===== config.mk =====
export PLATFORM = sky130hd
export DESIGN_NAME = pulse_ratio_key_frame_reader
export DESIGN_NICKNAME = d
export VERILOG_FILES = /design/src/rtl/prkfr_pkg.sv /design/src/rtl/prkfr_key_decode.sv /design/src/rtl/prkfr_core.sv /design/src/rtl/pulse_ratio_key_frame_reader.sv
export VERILOG_INCLUDE_DIRS = /design/src /design/src/rtl
export SDC_FILE = /design/constraint.sdc
export NUM_CORES = 1
export LEC_CHECK = 0
export BUFFER_PORTS_ARGS = -buffer_cell sky130_fd_sc_hd__clkbuf_2
export CAP_MARGIN = 20
export CORE_ASPECT_RATIO = 0.9
export CORE_MARGIN = 3
export CORE_UTILIZATION = 60
export CTS_CLUSTER_DIAMETER = 50
export CTS_CLUSTER_SIZE = 10
export DETAILED_ROUTE_END_ITERATION = 8
export GPL_TIMING_DRIVEN = 0
export PLACE_DENSITY_LB_ADDON = 0.08
export SLEW_MARGIN = 10
export SYNTH_ARGS = -nofsm -noshare
export SYNTH_HDL_FRONTEND = slang
export SYNTH_SLANG_ARGS = --single-unit
export TNS_END_PERCENT = 20

===== constraint.sdc =====
create_clock -name i_clk -period 16.25 [get_ports i_clk]
set_input_delay 1.625 -clock i_clk [delete_from_list [all_inputs] [get_ports i_clk]]
set_output_delay 1.625 -clock i_clk [all_outputs]
set_load 0.02 [all_outputs]

===== src/rtl/pulse_ratio_key_frame_reader_macros.svh =====
// assertion macros shared by the key frame reader modules
// no dependencies; included by files that carry assertions
`ifndef PULSE_RATIO_KEY_FRAME_READER_MACROS_SVH
`define PULSE_RATIO_KEY_FRAME_READER_MACROS_SVH

// same-cycle implication under active reset disable
`define PRKFR_ASSERT_NOW(lbl, ante, cons, msg) \
    lbl: assert property (@(posedge i_clk) disable iff (!i_rst_n) (ante) |-> (cons)) \
        else $error(msg);

// next-cycle implication under active reset disable
`define PRKFR_ASSERT_NEXT(lbl, ante, cons, msg) \
    lbl: assert property (@(posedge i_clk) disable iff (!i_rst_n) (ante) |=> (cons)) \
        else $error(msg);

`endif


===== src/rtl/prkfr_pkg.sv =====
// types, constants and symbol decode function for the key frame reader
// no dependencies; used by every rtl module
package prkfr_pkg;

    localparam int PAIR_LIMIT_DEF = 80;
    localparam int PAIR_W         = 7;

    localparam logic [7:0] REPEAT_RESET = 8'd2;

    localparam logic [1:0] PRESYNC_BEGIN  = 2'd2;
    localparam logic [1:0] PRESYNC_REPEAT = 2'd1;

    localparam logic [7:0] START_INIT    = 8'h0F;
    localparam logic [7:0] START_LOCKED  = 8'h80;
    localparam logic [7:0] START_PATTERN = 8'h01;
    localparam logic [7:0] HUNT_MASK     = 8'h0F;

    localparam logic [2:0] FRAME_BYTES = 3'd4;

    localparam logic [3:0] SYM_THREE = 4'hE;
    localparam logic [3:0] SYM_TWO   = 4'hD;
    localparam logic [3:0] SYM_ONE   = 4'hB;
    localparam logic [3:0] SYM_ZERO  = 4'h7;
    localparam logic [2:0] SYM_BAD   = 3'd4;

    typedef enum logic [2:0] {
        PH_IDLE = 3'b001,
        PH_SYNC = 3'b010,
        PH_DATA = 3'b100
    } t_phase;

    typedef enum logic [2:0] {
        ST_OK       = 3'd0,
        ST_TIMEOUT  = 3'd1,
        ST_LIMIT    = 3'd2,
        ST_MISMATCH = 3'd3,
        ST_BAD_SYM  = 3'd4
    } t_status;

    typedef struct packed {
        t_status     status;
        logic [31:0] raw_code;
        logic [15:0] key_code;
    } t_result;

    // one-of-four nibble to two bits, bit 2 set on a bad symbol
    function automatic logic [2:0] sym_decode(input logic [3:0] nib);
        logic [2:0] r;
        case (nib)
            SYM_THREE: r = 3'd3;
            SYM_TWO:   r = 3'd2;
            SYM_ONE:   r = 3'd1;
            SYM_ZERO:  r = 3'd0;
            default:   r = SYM_BAD;
        endcase
        return r;
    endfunction

endpackage


===== src/rtl/prkfr_key_decode.sv =====
// decodes a 32-bit raw frame into the 16-bit key and a bad symbol flag
// depends on prkfr_pkg
module prkfr_key_decode (
    input  logic [31:0] i_frame,
    output logic [15:0] o_key,
    output logic        o_bad
);

    logic [3:0] bad_byte;

    for (genvar k = 0; k < 4; k++) begin : g_byte
        logic [7:0] byte_v;
        logic [2:0] d;
        logic [2:0] n;
        assign byte_v = i_frame[31 - 8*k -: 8];
        assign d = prkfr_pkg::sym_decode(byte_v[7:4]);
        assign n = prkfr_pkg::sym_decode(byte_v[3:0]);
        assign o_key[15 - 4*k -: 4] = {d[1:0], n[1:0]};
        assign bad_byte[k] = d[2] | n[2];
    end

    assign o_bad = |bad_byte;

endmodule


===== src/rtl/prkfr_core.sv =====
// frame reader state and per-pair step logic
// depends on prkfr_pkg, prkfr_key_decode and the assertion macro header
`include "pulse_ratio_key_frame_reader_macros.svh"

module prkfr_core #(
    parameter int PAIR_LIMIT = prkfr_pkg::PAIR_LIMIT_DEF
) (
    input  logic                 i_clk,
    input  logic                 i_rst_n,
    input  logic                 i_step,
    input  logic                 i_func,
    input  logic [15:0]          i_low_period,
    input  logic [15:0]          i_high_period,
    input  logic [7:0]           i_repeat_count,
    output logic                 o_emit,
    output prkfr_pkg::t_result   o_result
);

    localparam logic [prkfr_pkg::PAIR_W-1:0] PAIR_W_LIMIT = prkfr_pkg::PAIR_W'(PAIR_LIMIT);

    prkfr_pkg::t_phase r_phase, n_phase;
    logic [1:0]  r_presync, n_presync;
    logic [7:0]  r_start, n_start;
    logic [2:0]  r_bit, n_bit;
    logic [2:0]  r_byte, n_byte;
    logic [31:0] r_frame, n_frame;
    logic [prkfr_pkg::PAIR_W-1:0] r_pair, n_pair;
    logic [7:0]  r_reads, n_reads;
    logic [31:0] r_first, n_first;

    logic        vbit;
    logic        timeout;
    logic [7:0]  hunt;
    logic [2:0]  bit_inc;
    logic [prkfr_pkg::PAIR_W-1:0] pair_inc;
    logic [31:0] frame_next;
    logic [15:0] dec_key;
    logic        dec_bad;

    assign vbit       = i_low_period < i_high_period;
    assign timeout    = (i_low_period == 16'd0) || (i_high_period == 16'd0);
    assign hunt       = r_start | {7'd0, vbit};
    assign bit_inc    = r_bit + 3'd1;
    assign pair_inc   = r_pair + 1'b1;
    assign frame_next = {r_frame[30:0], vbit};

    prkfr_key_decode u_key_decode (
        .i_frame (frame_next),
        .o_key   (dec_key),
        .o_bad   (dec_bad)
    );

    always_comb begin
        n_phase   = r_phase;
        n_presync = r_presync;
        n_start   = r_start;
        n_bit     = r_bit;
        n_byte    = r_byte;
        n_frame   = r_frame;
        n_pair    = r_pair;
        n_reads   = r_reads;
        n_first   = r_first;
        o_emit    = 1'b0;
        o_result  = '{status: prkfr_pkg::ST_OK, raw_code: 32'd0, key_code: 16'd0};
        if (i_step) begin
            if (i_func) begin
                n_reads   = 8'd0;
                n_phase   = prkfr_pkg::PH_SYNC;
                n_presync = prkfr_pkg::PRESYNC_BEGIN;
                n_start   = prkfr_pkg::START_INIT;
                n_bit     = 3'd0;
                n_byte    = 3'd0;
                n_frame   = 32'd0;
                n_pair    = '0;
            end else if (r_phase != prkfr_pkg::PH_IDLE) begin
                if (timeout) begin
                    o_emit          = 1'b1;
                    o_result.status = prkfr_pkg::ST_TIMEOUT;
                end else if (r_phase == prkfr_pkg::PH_SYNC) begin
                    n_presync = r_presync - 2'd1;
                    if (r_presync == 2'd1) begin
                        n_phase = prkfr_pkg::PH_DATA;
                    end
                end else begin
                    if (!r_start[7]) begin
                        if (hunt == prkfr_pkg::START_PATTERN) begin
                            n_start = prkfr_pkg::START_LOCKED;
                        end else begin
                            n_start = {hunt[6:0], 1'b0} & prkfr_pkg::HUNT_MASK;
                        end
                    end else begin
                        n_frame = frame_next;
                        n_bit   = bit_inc;
                        if (bit_inc == 3'd0) begin
                            n_byte = r_byte + 3'd1;
                        end
                    end
                    n_pair = pair_inc;
                    if (pair_inc == PAIR_W_LIMIT) begin
                        o_emit          = 1'b1;
                        o_result.status = prkfr_pkg::ST_LIMIT;
                    end else if (n_byte == prkfr_pkg::FRAME_BYTES) begin
                        if (r_reads == 8'd0) begin
                            n_first = frame_next;
                        end
                        if (r_reads != 8'd0 && r_first != frame_next) begin
                            o_emit          = 1'b1;
                            o_result.status = prkfr_pkg::ST_MISMATCH;
                        end else begin
                            n_reads = r_reads + 8'd1;
                            if (n_reads != i_repeat_count) begin
                                n_phase   = prkfr_pkg::PH_SYNC;
                                n_presync = prkfr_pkg::PRESYNC_REPEAT;
                                n_start   = prkfr_pkg::START_INIT;
                                n_bit     = 3'd0;
                                n_byte    = 3'd0;
                                n_frame   = 32'd0;
                                n_pair    = '0;
                            end else if (dec_bad) begin
                                o_emit          = 1'b1;
                                o_result.status = prkfr_pkg::ST_BAD_SYM;
                            end else begin
                                o_emit            = 1'b1;
                                o_result.raw_code = frame_next;
                                o_result.key_code = dec_key;
                            end
                        end
                    end
                end
            end
        end
        if (o_emit) begin
            n_phase = prkfr_pkg::PH_IDLE;
        end
    end

    always_ff @(posedge i_clk) begin
        if (!i_rst_n) begin
            r_phase   <= prkfr_pkg::PH_IDLE;
            r_presync <= 2'd0;
            r_start   <= prkfr_pkg::START_INIT;
            r_bit     <= 3'd0;
            r_byte    <= 3'd0;
            r_frame   <= 32'd0;
            r_pair    <= '0;
            r_reads   <= 8'd0;
        end else begin
            r_phase   <= n_phase;
            r_presync <= n_presync;
            r_start   <= n_start;
            r_bit     <= n_bit;
            r_byte    <= n_byte;
            r_frame   <= n_frame;
            r_pair    <= n_pair;
            r_reads   <= n_reads;
        end
    end

    always_ff @(posedge i_clk) begin
        r_first <= n_first;
    end

    `PRKFR_ASSERT_NEXT(a_emit_idles, i_step && o_emit, r_phase == prkfr_pkg::PH_IDLE, "phase not idle after result")
    `PRKFR_ASSERT_NEXT(a_begin_sync, i_step && i_func, r_phase == prkfr_pkg::PH_SYNC && r_presync == prkfr_pkg::PRESYNC_BEGIN && r_reads == 8'd0, "begin did not restart read")
    `PRKFR_ASSERT_NOW(a_fail_zero, o_emit && o_result.status != prkfr_pkg::ST_OK, o_result.raw_code == 32'd0 && o_result.key_code == 16'd0, "failed read carries code")
    `PRKFR_ASSERT_NOW(a_byte_range, r_phase == prkfr_pkg::PH_DATA, r_byte < prkfr_pkg::FRAME_BYTES, "byte count past frame")

endmodule


===== src/rtl/pulse_ratio_key_frame_reader.sv =====
// reader of a pulse-ratio key frame from measured low/high period pairs
// slave stream carries pairs and begin commands, master stream carries one result per read
// tdata of the slave side: low_period, high_period; tuser: func (1 = begin new read)
// tdata of the master side: status, raw_code, key_code, zero padded to 56 bits
// repeat_count is written through the cfg channel, which is always ready
// an accepted transaction lands in an input register; stepping it updates the frame
// logic and, when a read ends, loads the output register, so a result shows on
// m_axis_tvalid from the output register once its last pair has been stepped
// throughput is one transaction per cycle; the input register frees each cycle its
// item is stepped, and stepping needs the output register empty or being taken
// while the receiver stalls with a result pending, pairs behind it stop in the input
// register and s_axis_tready drops
// reset idles the reader, empties both registers and sets repeat_count to 2
// pairs seen while idle are dropped; a begin aborts any read in progress
// depends on prkfr_pkg, prkfr_core, prkfr_key_decode and the macro header
`include "pulse_ratio_key_frame_reader_macros.svh"

module pulse_ratio_key_frame_reader #(
    parameter int PAIR_LIMIT = prkfr_pkg::PAIR_LIMIT_DEF
) (
    input  logic        i_clk,
    input  logic        i_rst_n,
    input  logic        s_axis_tvalid,
    output logic        s_axis_tready,
    input  logic [31:0] s_axis_tdata,   // low_period[15:0], high_period[31:16]
    input  logic [0:0]  s_axis_tuser,   // func[0]
    output logic        m_axis_tvalid,
    input  logic        m_axis_tready,
    output logic [55:0] m_axis_tdata,   // status[2:0], raw_code[34:3], key_code[50:35]
    input  logic        i_cfg_valid,
    output logic        o_cfg_ready,
    input  logic [7:0]  i_cfg_data
);

    logic        r_in_valid;
    logic        r_in_func;
    logic [15:0] r_in_low;
    logic [15:0] r_in_high;
    logic        r_out_valid;
    prkfr_pkg::t_result r_out;
    logic [7:0]  r_repeat;

    logic        step;
    logic        in_fire;
    logic        emit;
    prkfr_pkg::t_result result;

    assign step          = r_in_valid && (!r_out_valid || m_axis_tready);
    assign s_axis_tready = !r_in_valid || step;
    assign in_fire       = s_axis_tvalid && s_axis_tready;
    assign o_cfg_ready   = 1'b1;

    prkfr_core #(
        .PAIR_LIMIT (PAIR_LIMIT)
    ) u_core (
        .i_clk          (i_clk),
        .i_rst_n        (i_rst_n),
        .i_step         (step),
        .i_func         (r_in_func),
        .i_low_period   (r_in_low),
        .i_high_period  (r_in_high),
        .i_repeat_count (r_repeat),
        .o_emit         (emit),
        .o_result       (result)
    );

    always_ff @(posedge i_clk) begin
        if (!i_rst_n) begin
            r_in_valid  <= 1'b0;
            r_out_valid <= 1'b0;
            r_repeat    <= prkfr_pkg::REPEAT_RESET;
        end else begin
            if (in_fire) begin
                r_in_valid <= 1'b1;
            end else if (step) begin
                r_in_valid <= 1'b0;
            end
            if (step && emit) begin
                r_out_valid <= 1'b1;
            end else if (m_axis_tready) begin
                r_out_valid <= 1'b0;
            end
            if (i_cfg_valid && o_cfg_ready) begin
                r_repeat <= i_cfg_data;
            end
        end
    end

    always_ff @(posedge i_clk) begin
        if (in_fire) begin
            r_in_func <= s_axis_tuser[0];
            r_in_low  <= s_axis_tdata[15:0];
            r_in_high <= s_axis_tdata[31:16];
        end
        if (step && emit) begin
            r_out <= result;
        end
    end

    assign m_axis_tvalid = r_out_valid;
    assign m_axis_tdata  = {5'd0, r_out.key_code, r_out.raw_code, r_out.status};

    `PRKFR_ASSERT_NEXT(a_in_kept, r_in_valid && !step, r_in_valid && $stable(r_in_low) && $stable(r_in_func), "pending transaction dropped")
    `PRKFR_ASSERT_NOW(a_no_overwrite, step && emit, !r_out_valid || m_axis_tready, "result overwrites pending result")
    `PRKFR_ASSERT_NEXT(a_result_shown, step && emit, r_out_valid, "result not registered")

endmodule


==> summary.md, run 1 <==
| Metric | Value |
|---|---|
| Outcome | `complete, no violations` |
| Critical Path RT | `14.62 ns` |
| MaxCap Viol Count | `0` |
| Async SR Flop Fraction | `0%` |
| Vias | `6028` |
| Drt via density | `approximately 5.6` |
| Post-DP Area | `between 9000 and 10000 um2` |
| Starting Density | `61.7%` |
| Crit path from | `m_axis_tready` |
| Worst setup SP type | `primary input` |
| Peak VDD IR | `between 0.07 and 0.08 mV` |
| Die width | `between 100 and 150 um` |
| Placer congestion estimate | `just under 0.9` |
| Mapped Avg Cell Area | `~12 um2` |
| Fin area | `10100 um2` |
| Routed Antenna Nets | `0` |
| Setup_tns | `0 ns` |
| Multi-input logic area | `roughly 3300 um2` |
| Core ar. | `14100 um2` |
| Post-CTS Setup Inserts | `0` |
| Power consumption | `between 0.9 and 1 mW` |
| PortBufs | `between 90 and 100` |
| Ys Warns | `0` |
| Resized cells post-CTS | `0` |
| Clock buffer depth | `2` |
| CTS root buffer | `clkbuf_16` |
| Final Hold Viols | `0` |
| Detailed Route Iter0 Violations | `roughly 440` |
| Slew HR | `between 40% and 50%` |
| FF-to-FF setup slack | `about 13 ns` |
| Sequential Area | `4980 um2` |
| Routed WL per cell | `16.4 um` |
| CTS tree | `built` |
| First-pass GRT wire length | `approximately 29 mm` |
| Max frequency | `about 0.27 GHz` |
| Core Rows | `between 40 and 50` |
| Commonest non-fill, non-tap cell in the layout | `edfxtp_1` |
| CP endpoint | `s_axis_tready` |
| Worst-skew pair later-pin latency | `between 0.4 and 0.5 ns` |
| Reg2Reg Depth | `11` |
| CTS H-tree lvls | `4` |
| Crit path DAT | `around 2.2 ns` |
| Dpl ws | `12.12 ns` |
| Clk sinks | `191` |
| Number of nets in the layout | `930` |
| Die Ht | `120 um` |
| Layout area overhead | `16.1%` |
| Detailed-placement wirelength estimate | `between 10 and 15 mm` |
| Final Slew Violations | `0` |
| Initial antenna violation count | `0` |
| Yosys reg bits | `between 150 and 200` |
| Vias in the first global route | `between 5000 and 6000` |
| Post-synthesis sequential area ratio | `between 50% and 60%` |
| Setup Crit Path Kind | `primary input to output port` |
| Io pins | `roughly 110` |
| Final cell count without fillers | `about 1100` |
| CTS Buf Count | `17` |
| Synthesized cell area | `a little under 9000 um2` |
| RSZ-0062 raised after global routing | `no` |
| Post-Route Utilization | `71.7%` |
| GRT Total Usage | `approximately 22%` |
| Finish-stage setup viols | `0` |
| Clk slew on worst S/H paths | `0.07 ns` |
| Worst-Margin Slew | `around 0.76 ns` |
| Crit Reg-Reg Endpoint | `m_axis_tdata[47]` |
| EDFF count, synth | `116` |
| N_diodes | `0` |
| Final WL | `17.5 mm` |
| Min Hold Slack | `0.422 ns` |
| Layout cells sized above 1 | `a little over a fifth` |
| Filler Cell Count | `between 900 and 1000` |
| Reg-to-reg startpoint | `r_in_low[15]` |
| Placed Cells | `1036` |
| Pwr Density | `approximately 96 nW/um2` |
| CP Capture Type | `output port` |
| Worst min path class | `flop to flop` |
| Post-Syn Instances | `between 700 and 800` |
| Skew final | `just under 0.007 ns` |
| Count of cell types in the netlist | `75` |
| Most frequent cells in the layout | `edfxtp_1 (116), clkbuf_2 (97), dfxtp_1 (75), nand2_1 (38), and2_1 (36)` |
| Total grt overflow | `0` |
| Largest net degree at the start of global routing | `22` |
| CP max FO | `3` |
| DRC violations left | `0` |
| Fin crit period | `~3.8 ns` |
| Period utilization | `23.2%` |
| Setup ws final | `around 12 ns` |
| Pleak | `4.20 nW` |
| Ys flop type | `edfxtp_1` |
| Pre-antenna DRT Iters | `5` |
| CTS Hold Bufs | `0` |
| Full die area | `~16000 um2` |
-- synth_stat cells, types with 7 or more instances --
cell type / count / area share, %
xnor2_1: 32 / 3.2
xor2_1: 34 / 3.4
dfxtp_1: 75 / 17
clkbuf_1: 29 / 1.2
nand2b_1: 7 / 0.50
nor3b_1: 8 / 0.69
o21ai_0: 14 / 0.80
nand2_1: 38 / 1.6
nor2_1: 33 / 1.4
a22o_1: 33 / 3.3
and4_1: 14 / 1.4
ha_1: 22 / 3.2
buf_2: 10 / 0.57
inv_1: 32 / 1.4
and2_1: 36 / 2.6
o211ai_1: 7 / 0.60
nor4_1: 14 / 1.0
mux2i_1: 9 / 1.0
edfxtp_1: 116 / 40
a21oi_1: 25 / 1.4
buf_4: 10 / 0.86
nand4_1: 11 / 0.79
nand3_1: 21 / 1.2
-- sequential cells by signal, summed over array words and instances (netlist names), 7 cells and up --
register,count
u_core.r_first,32
r_in_high,16
u_core.r_frame,31
u_core.r_pair,7
u_core.r_reads,8
r_in_low,16
r_repeat,8
m_axis_tdata,51
u_core.r_start,8
-- worst min-delay path by stage --
| stage | startpoint | to | slack, ns | depth (start not counted) |
|---|---|---|---|---|
| after global placement | u_core.r_frame[21] | u_core.r_first[22] | 0.40 | 0 |
| final | u_core.r_frame[1] | u_core.r_first[2] | 0.42 | 0 |
| after global routing | u_core.r_frame[12] | u_core.r_first[13] | 0.44 | 0 |
| after floorplan | u_core.r_frame[9] | u_core.r_first[10] | 0.40 | 0 |
| after CTS | u_core.r_frame[1] | u_core.r_first[2] | 0.43 | 0 |
| after detailed placement | u_core.r_frame[16] | u_core.r_first[17] | 0.41 | 0 |
-- where the power goes --
part           internal [mW]  switching, mW
Combinational         0.0204         0.0268
Sequential             0.519        0.00598
Clock                  0.220          0.176
-- critical path, cell delays in order --
cell and delay, ns:
clkbuf_2 0.09, nor2b_1 0.19, nand2_1 0.09, clkbuf_2 0.16
-- logic make-up after synthesis --
logic type | share of synthesized area (%)
compound gates | 11.7
xor+xnor | 6.64
fa+ha+maj | 3.16
buf+inv | 5.03
flops | 57.2
mux | 1.29
other cells | 0.0862
simple gates | 14.9
-- routing by layer --
metal  GRT usage, %  share of wire (%)  wire [um]
met1           27.3                 43       7520
met2           39.0                 50       8760
met3           5.07                4.9        850
met4           8.90                1.9        330
met5              0                  0          0
-- cell type report --
class / instances / share of cell area [%]
buffer: 58 / 3.11
clock buffer: 24 / 4.67
clock inverter: 8 / 0.804
inverter: 33 / 1.23
multi-input combinational: 457 / 32.9
sequential: 191 / 49.3
tap: 193 / 2.39
timing repair buffer: 104 / 5.62
Power figures use the tool's default switching activity.
==> inputs of run 2 (changes only) <==
--- a/config.mk
+++ b/config.mk
@@ -10,7 +10,7 @@
 export CAP_MARGIN = 20
 export CORE_ASPECT_RATIO = 0.9
 export CORE_MARGIN = 3
-export CORE_UTILIZATION = 60
+export CORE_UTILIZATION = 58
 export CTS_CLUSTER_DIAMETER = 50
 export CTS_CLUSTER_SIZE = 10
 export DETAILED_ROUTE_END_ITERATION = 8
==> constraint.sdc (replaced) <==
create_clock -name i_clk -period 3.95 [get_ports i_clk]
set_input_delay 0.395 -clock i_clk [delete_from_list [all_inputs] [get_ports i_clk]]
set_output_delay 0.395 -clock i_clk [all_outputs]
set_load 0.02 [all_outputs]
==> run 2 against run 1 <==
  * Global-route usage shrank 0.64 points
  * Critical path type is now flop to flop
  * Highest routed layer unchanged
  * Die area rose by 3.3%
  * Sequential cell count stayed put
  * Worst setup slack got worse by 12 ns
  * Critical path depth increased by 7
  * Cell area hardly changed
  * Clock power grew to 4.0 times the previous value
  * Combinational power rose to 4.1 times the previous value
  * Core utilization down 1.3 points
  * Largest power group unchanged
==> summary.md, run 2 (synthesis results as in run 1) <==
| Metric | Value |
|---|---|
| Outcome | `complete, no violations (unchanged)` |
| CTS root buffer | `clkbuf_16 (unchanged)` |
| Skew final | `0.00858 ns (was 0.00677 ns)` |
| GR Util met1 | `27.7% (was 27.3%)` |
| First-pass GRT wire length | `28.2 mm (was 28.5 mm)` |
| Largest net degree at the start of global routing | `23 (was 22)` |
| Detailed Route Iter0 Violations | `382 (was 439)` |
| Total grt overflow | `0 (unchanged)` |
| Resized cells post-CTS | `0 (unchanged)` |
| FF-to-FF setup slack | `0.45 ns (was 12.81 ns)` |
| Number of nets in the layout | `929 (was 930)` |
| M3 GR Usage | `4.47% (was 5.07%)` |
| Full die area | `16500 um2 (was 16000 um2)` |
| Pwr Density | `389 nW/um2 (was 95.7 nW/um2)` |
| Slew HR | `54.8% (was 48.7%)` |
| Layout cells sized above 1 | `21.4% (about the same)` |
| CP max FO | `21 (was 3)` |
| Net Sw Power | `0.871 mW (was 0.208 mW)` |
| Setup ws final | `0.445 ns (was 12.48 ns)` |
| Pleak | `4.01 nW (was 4.20 nW)` |
| Period utilization | `roughly 89%` |
| Met2 Track Usage GR | `37.6% (was 39.0%)` |
| Final WL | `17.2 mm (was 17.5 mm)` |
| Final Hold Viols | `0 (unchanged)` |
| Placer congestion estimate | `0.905 (was 0.879)` |
| Layout area overhead | `16.0% (was 16.1%)` |
| Peak VDD IR | `0.329 mV (was 0.0738 mV)` |
| Drt via density | `5.54 (was 5.64)` |
| Seq pwr share | `54.9% (was 54.2%)` |
| Commonest non-fill, non-tap cell in the layout | `edfxtp_1 (unchanged)` |
| DRC violations left | `0 (unchanged)` |
| RSZ-0062 raised after global routing | `no (unchanged)` |
| MaxCap Viol Count | `0 (unchanged)` |
| Worst-skew pair later-pin latency | `0.43 ns (about the same)` |
| Post-Route Utilization | `70.3% (was 71.7%)` |
| Multi-input logic area | `3330 um2 (about the same)` |
| Routed WL per cell | `16.1 um (was 16.4 um)` |
| Post-DP Area | `9560 um2 (was 9550 um2)` |
| Clock power frac | `40.1% (was 40.9%)` |
| Starting Density | `60.6% (was 61.7%)` |
| Vias | `5909 (was 6028)` |
| Fin crit period | `around 3.5 ns` |
| Clock buffer depth | `2 (unchanged)` |
| Post-CTS Setup Inserts | `0 (unchanged)` |
| Setup Crit Path Kind | `flop to flop (was primary input to output port)` |
| CTS Buf Count | `17 (unchanged)` |
| Dpl ws | `0.480 ns (was 12.12 ns)` |
| Critical Path RT | `4.08 ns (was 14.62 ns)` |
| Crit path from | `r_in_low[15] (was m_axis_tready)` |
| Switching Share | `22.2% (was 21.5%)` |
| Reg-to-reg startpoint | `r_in_low[15] (unchanged)` |
| Core Rows | `41 (unchanged)` |
| CP Capture Type | `flop (was output port)` |
| Die Ht | `122 um (was 120 um)` |
| Worst setup SP type | `flop (was primary input)` |
| PortBufs | `96 (unchanged)` |
| Filler Cell Count | `1051 (was 993)` |
| Die width | `135 um (was 133 um)` |
| Worst-Margin Slew | `0.676 ns (was 0.763 ns)` |
| Comb pwr share | `4.9% (about the same)` |
| Core ar. | `14400 um2 (was 14100 um2)` |
| Pre-antenna DRT Iters | `5 (unchanged)` |
| CP endpoint | `m_axis_tdata[47] (was s_axis_tready)` |
| Initial antenna violation count | `0 (unchanged)` |
| Crit Reg-Reg Endpoint | `m_axis_tdata[47] (unchanged)` |
| Most crowded layer after global routing | `met2 (unchanged)` |
| Sequential Area | `4980 um2 (unchanged)` |
| Crit path DAT | `3.64 ns (was 2.15 ns)` |
| Max frequency | `0.285 GHz` |
| Detailed-placement wirelength estimate | `12.5 mm (about the same)` |
| Reg2Reg Depth | `11 (unchanged)` |
| CTS tree | `built (unchanged)` |
| Largest register FFs | `51 (unchanged)` |
| CTS H-tree lvls | `4 (unchanged)` |
| Power consumption | `3.93 mW (was 0.968 mW)` |
| Final Slew Violations | `0 (unchanged)` |
| Cell internal pwr | `3.06 mW (was 0.760 mW)` |
| N_diodes | `0 (unchanged)` |
| Fin area | `10100 um2 (about the same)` |
| Routed Antenna Nets | `0 (unchanged)` |
| Most frequent cells in the layout | `edfxtp_1 (116), clkbuf_2 (98), dfxtp_1 (75), nand2_1 (38), and2_1 (36) (was edfxtp_1 (116), clkbuf_2 (97), dfxtp_1 (75), nand2_1 (38), and2_1 (36))` |
| Clk slew on worst S/H paths | `0.07 ns (about the same)` |
| Io pins | `105 (unchanged)` |
| Vias in the first global route | `5714 (was 5971)` |
| Finish-stage setup viols | `0 (unchanged)` |
| Clk sinks | `191 (unchanged)` |
| CTS Hold Bufs | `0 (unchanged)` |
| Worst min path class | `primary input to flop (was flop to flop)` |
| GRT Total Usage | `21.8% (was 22.4%)` |
## run 2: changes by cell type in the layout (fill, tap and decap cells not counted), sizes merged
| cell | delta |
|---|---|
| inv | +1 |
| buf | -2 |
| clkbuf | -3 |
| bufinv | -1 |
| clkinv | +4 |
## run 2: area by class of cell
type | instances | share of cell area [%]
sequential | 191 | 49.3
clock inverter | 12 | 0.842
tap | 193 | 2.39
clock buffer | 20 | 4.52
multi-input combinational | 457 | 33.0
buffer | 58 | 3.11
inverter | 33 | 1.23
timing repair buffer | 103 | 5.62
## run 2: metal layers
metal / wire, um / share of wire (%)
met5: 0 / 0
met2: 8720 / 51
met4: 353 / 2.0
met3: 748 / 4.3
met1: 7400 / 43
## run 2: metrics by stage
stage                     setup TNS (ns)  cells  hold WS (ns)
after CTS                              0   1066         0.124
final                                  0   1067         0.137
after global routing                   0   1067         0.113
after floorplan                        0    739         0.403
after global placement            -55.88   1028         0.404
after detailed placement               0   1034         0.411
## run 2: power by group through the flow
| stage | Sequential (mW) | Combinational [mW] | Clock (mW) |
|---|---|---|---|
| CTS | 2.16 | 0.195 | 1.60 |
| floorplan | 2.19 | 0.137 | 0 |
| finish | 2.16 | 0.194 | 1.58 |
| global route | 2.16 | 0.220 | 1.69 |
| detailed placement | 2.20 | 0.191 | 0 |
| global placement | 2.20 | 0.181 | 0 |
## run 2: worst min path at each step
stage | endpoint | slack (ns) | depth (start not counted) | from
after floorplan | u_core.r_first[10] | 0.40 | 0 | u_core.r_frame[9]
after global placement | u_core.r_first[16] | 0.40 | 0 | u_core.r_frame[15]
after detailed placement | u_core.r_first[23] | 0.41 | 0 | u_core.r_frame[22]
after CTS | r_in_high[2] | 0.12 | 1 | s_axis_tdata[18]
after global routing | r_in_high[12] | 0.11 | 1 | s_axis_tdata[28]
final | r_in_high[2] | 0.14 | 1 | s_axis_tdata[18]
## run 2: worst max-delay path, cell delays in order, from the launching register on
cell and delay (ns):
edfxtp_1 0.40, ha_1 0.32, nand2_1 0.10, nor4_2 0.61, a21bo_2 0.31, a31oi_1 0.18
o31ai_1 0.11, buf_4 0.20, a211oi_4 0.33, buf_8 0.21, buf_8 0.20, buf_8 0.20
==> inputs of run 3 (changes only) <==
--- a/config.mk
+++ b/config.mk
@@ -6,14 +6,14 @@
 export SDC_FILE = /design/constraint.sdc
 export NUM_CORES = 1
 export LEC_CHECK = 0
-export BUFFER_PORTS_ARGS = -buffer_cell sky130_fd_sc_hd__clkbuf_2
 export CAP_MARGIN = 20
 export CORE_ASPECT_RATIO = 0.9
 export CORE_MARGIN = 3
-export CORE_UTILIZATION = 58
+export CORE_UTILIZATION = 60
 export CTS_CLUSTER_DIAMETER = 50
 export CTS_CLUSTER_SIZE = 10
 export DETAILED_ROUTE_END_ITERATION = 8
+export DONT_BUFFER_PORTS = 1
 export GPL_TIMING_DRIVEN = 0
 export PLACE_DENSITY_LB_ADDON = 0.08
 export SLEW_MARGIN = 10
==> run 3 against run 2 <==
  * Clock skew up 0.0016 ns
  * Core utilization down 1.2 points
  * Sequential share of layout area up 1.8 points
  * Sequential power about the same
  * Wire length down 2.9%
  * Fmax up 6.8%
  * Total power up 7.4%
  * Critical path depth down 1
  * Worst hold slack worse by 0.082 ns
  * Cell count down 8.9%
  * Combinational power down 10%
==> summary.md, run 3 (synthesis results as in run 1) <==
| Metric | Value |
|---|---|
| Full die area | `16000 um2 (was 16500 um2)` |
| Crit path buf inv count | `1 (was 4)` |
| Post-CTS Setup Inserts | `0 (unchanged)` |
| Starting Density | `61.7% (was 60.6%)` |
| Layout area overhead | `12.0% (was 16.0%)` |
| CTS tree | `built (unchanged)` |
| Final Slew Violations | `0 (unchanged)` |
| Number of nets in the layout | `834 (was 929)` |
| Period utilization | `83.1% (was 88.7%)` |
| GRT Total Usage | `21.7% (was 21.8%)` |
| Slew HR | `48.5% (was 54.8%)` |
| Skew final | `0.0102 ns (was 0.00858 ns)` |
| Layout cells sized above 1 | `12.1% (was 21.4%)` |
| CP Capture Type | `flop (unchanged)` |
| Routed WL per cell | `17.2 um (was 16.1 um)` |
| Clk sinks | `191 (unchanged)` |
| Placer congestion estimate | `0.884 (was 0.905)` |
| Core ar. | `14100 um2 (was 14400 um2)` |
| Min Hold Slack | `0.0556 ns (was 0.137 ns)` |
| First-pass GRT wire length | `27.2 mm (was 28.2 mm)` |
| DRC violations left | `0 (unchanged)` |
| RSZ-0062 raised after global routing | `no (unchanged)` |
| Crit path DAT | `3.58 ns (was 3.64 ns)` |
| Peak VDD IR | `0.327 mV (was 0.329 mV)` |
| Core Rows | `41 (unchanged)` |
| MaxCap Viol Count | `0 (unchanged)` |
| Final WL | `16.7 mm (was 17.2 mm)` |
| CP peak stage delay | `0.56 ns (was 0.61 ns)` |
| Routed Antenna Nets | `0 (unchanged)` |
| CTS Hold Bufs | `0 (unchanged)` |
| Pleak | `3.64 nW (was 4.01 nW)` |
| Final Hold Viols | `0 (unchanged)` |
| Worst setup SP type | `flop (unchanged)` |
| PortBufs | `0 (was 96)` |
| Initial antenna violation count | `0 (unchanged)` |
| Setup Crit Path Kind | `flop to flop (unchanged)` |
| Finish-stage setup viols | `0 (unchanged)` |
| Pwr Density | `433 nW/um2 (was 389 nW/um2)` |
| Clock buffer depth | `2 (unchanged)` |
| Vias in the first global route | `5509 (was 5714)` |
| Pre-antenna DRT Iters | `5 (unchanged)` |
| Die width | `133 um (was 135 um)` |
| Worst-skew pair later-pin latency | `0.43 ns (about the same)` |
| Critical Path RT | `4.25 ns (was 4.08 ns)` |
| Commonest non-fill, non-tap cell in the layout | `edfxtp_1 (unchanged)` |
| Max frequency | `0.305 GHz (was 0.285 GHz)` |
| Resized cells post-CTS | `0 (unchanged)` |
| Die Ht | `120 um (was 122 um)` |
| Critical path's slowest cell | `nor4_2 (unchanged)` |
| Detailed Route Iter0 Violations | `321 (was 382)` |
| Setup_tns | `0 ns (unchanged)` |
| Worst-Margin Slew | `0.770 ns (was 0.676 ns)` |
| CTS Buf Count | `17 (unchanged)` |
| Placed Cells | `940 (was 1034)` |
| Outcome | `complete, no violations (unchanged)` |
| Power consumption | `4.22 mW (was 3.93 mW)` |
| Most frequent cells in the layout | `edfxtp_1 (116), dfxtp_1 (75), nand2_1 (38), and2_1 (36), xor2_1 (34) (was edfxtp_1 (116), clkbuf_2 (98), dfxtp_1 (75), nand2_1 (38), and2_1 (36))` |
| Filler Cell Count | `1051 (unchanged)` |
| Detailed-placement wirelength estimate | `12.0 mm (was 12.5 mm)` |
| Crit-path cells | `ha_1 -> nand2_1 -> nor4_2 -> a21bo_2 -> a311oi_1 -> o31ai_1 -> a211oi_2 -> and4_4 -> buf_2 -> and4_1 (was ha_1 -> nand2_1 -> nor4_2 -> a21bo_2 -> a31oi_1 -> o31ai_1 -> buf_4 -> a211oi_4 -> buf_8 -> buf_8 -> buf_8)` |
| Fin crit period | `3.28 ns (was 3.50 ns)` |
| N_diodes | `0 (unchanged)` |
| Post-Route Utilization | `69.1% (was 70.3%)` |
| CP max FO | `10 (was 21)` |
| Clk slew on worst S/H paths | `0.07 ns (about the same)` |
| Io pins | `105 (unchanged)` |
| Worst min path class | `primary input to flop (unchanged)` |
| CTS H-tree lvls | `4 (unchanged)` |
| Largest register FFs | `51 (unchanged)` |
| Crit path max-delay family | `simple AND/OR/NAND/NOR gates (was compound AO/OA/AOI/OAI gates)` |
| Drt via density | `5.92 (was 5.54)` |
| Vias | `5751 (was 5909)` |
| Total grt overflow | `0 (unchanged)` |
| CTS root buffer | `clkbuf_16 (unchanged)` |
| FF-to-FF setup slack | `0.67 ns (was 0.45 ns)` |
| Final cell count without fillers | `972 (was 1067)` |
| Largest net degree at the start of global routing | `23 (unchanged)` |
run 3: path summary, 6_finish.rpt:
kind                                        start                end  cells past startpoint
worst min register to register  u_core.r_frame[0]  u_core.r_first[1]                      0
worst min-delay path             s_axis_tdata[11]       r_in_low[11]                      0
worst max register to register       r_in_low[15]   m_axis_tdata[36]                     10
worst max-delay path                 r_in_low[15]   m_axis_tdata[36]                     10
run 3: per-layer routing:
layer	wire length (um)	up-vias	track usage, %	part of all wire, %
met4	494	0	10.2	3.0
met3	768	36	4.83	4.6
met2	8160	176	35.3	49
met5	0	-	0	0
li1	-	2745	-	-
met1	7310	2794	27.7	44
run 3: cell type report:
type / count / area, um2 / share of cell area [%]
plain buffers: 58 / 314 / 3.22
clock buffers: 17 / 425 / 4.36
clock inverters: 15 / 235 / 2.41
inverters: 33 / 124 / 1.27
multi-input cells: 457 / 3330 / 34.1
flip-flops and latches: 191 / 4980 / 51.1
well taps: 193 / 241 / 2.48
repair buffers: 8 / 98.8 / 1.01
run 3: worst register-to-register path, stage by stage, from the launching register on:
cell and delay, ns:
edfxtp_1 0.39, ha_1 0.32, nand2_1 0.10, nor4_2 0.56
a21bo_2 0.30, a311oi_1 0.26, o31ai_1 0.15, a211oi_2 0.27
and4_4 0.28, buf_2 0.28, and4_1 0.25
run 3: where the power goes:
part           total, mW  internal (mW)  leakage (nW)  switching, mW
logic              0.174         0.0692          1.56          0.104
clock network       1.89           1.13         0.307          0.758
registers           2.16           2.13          1.77         0.0242
total               4.22           3.34          3.64          0.886
run 3: stage by stage:
stage          worst slack [ns]  area [um2]
2_1_floorplan            0.0685        8740
3_3_place_gp             -0.903        8980
3_5_place_dp              0.649        9090
4_1_cts                   0.628        9750
5_1_grt                   0.398        9750
6_report                  0.667        9750
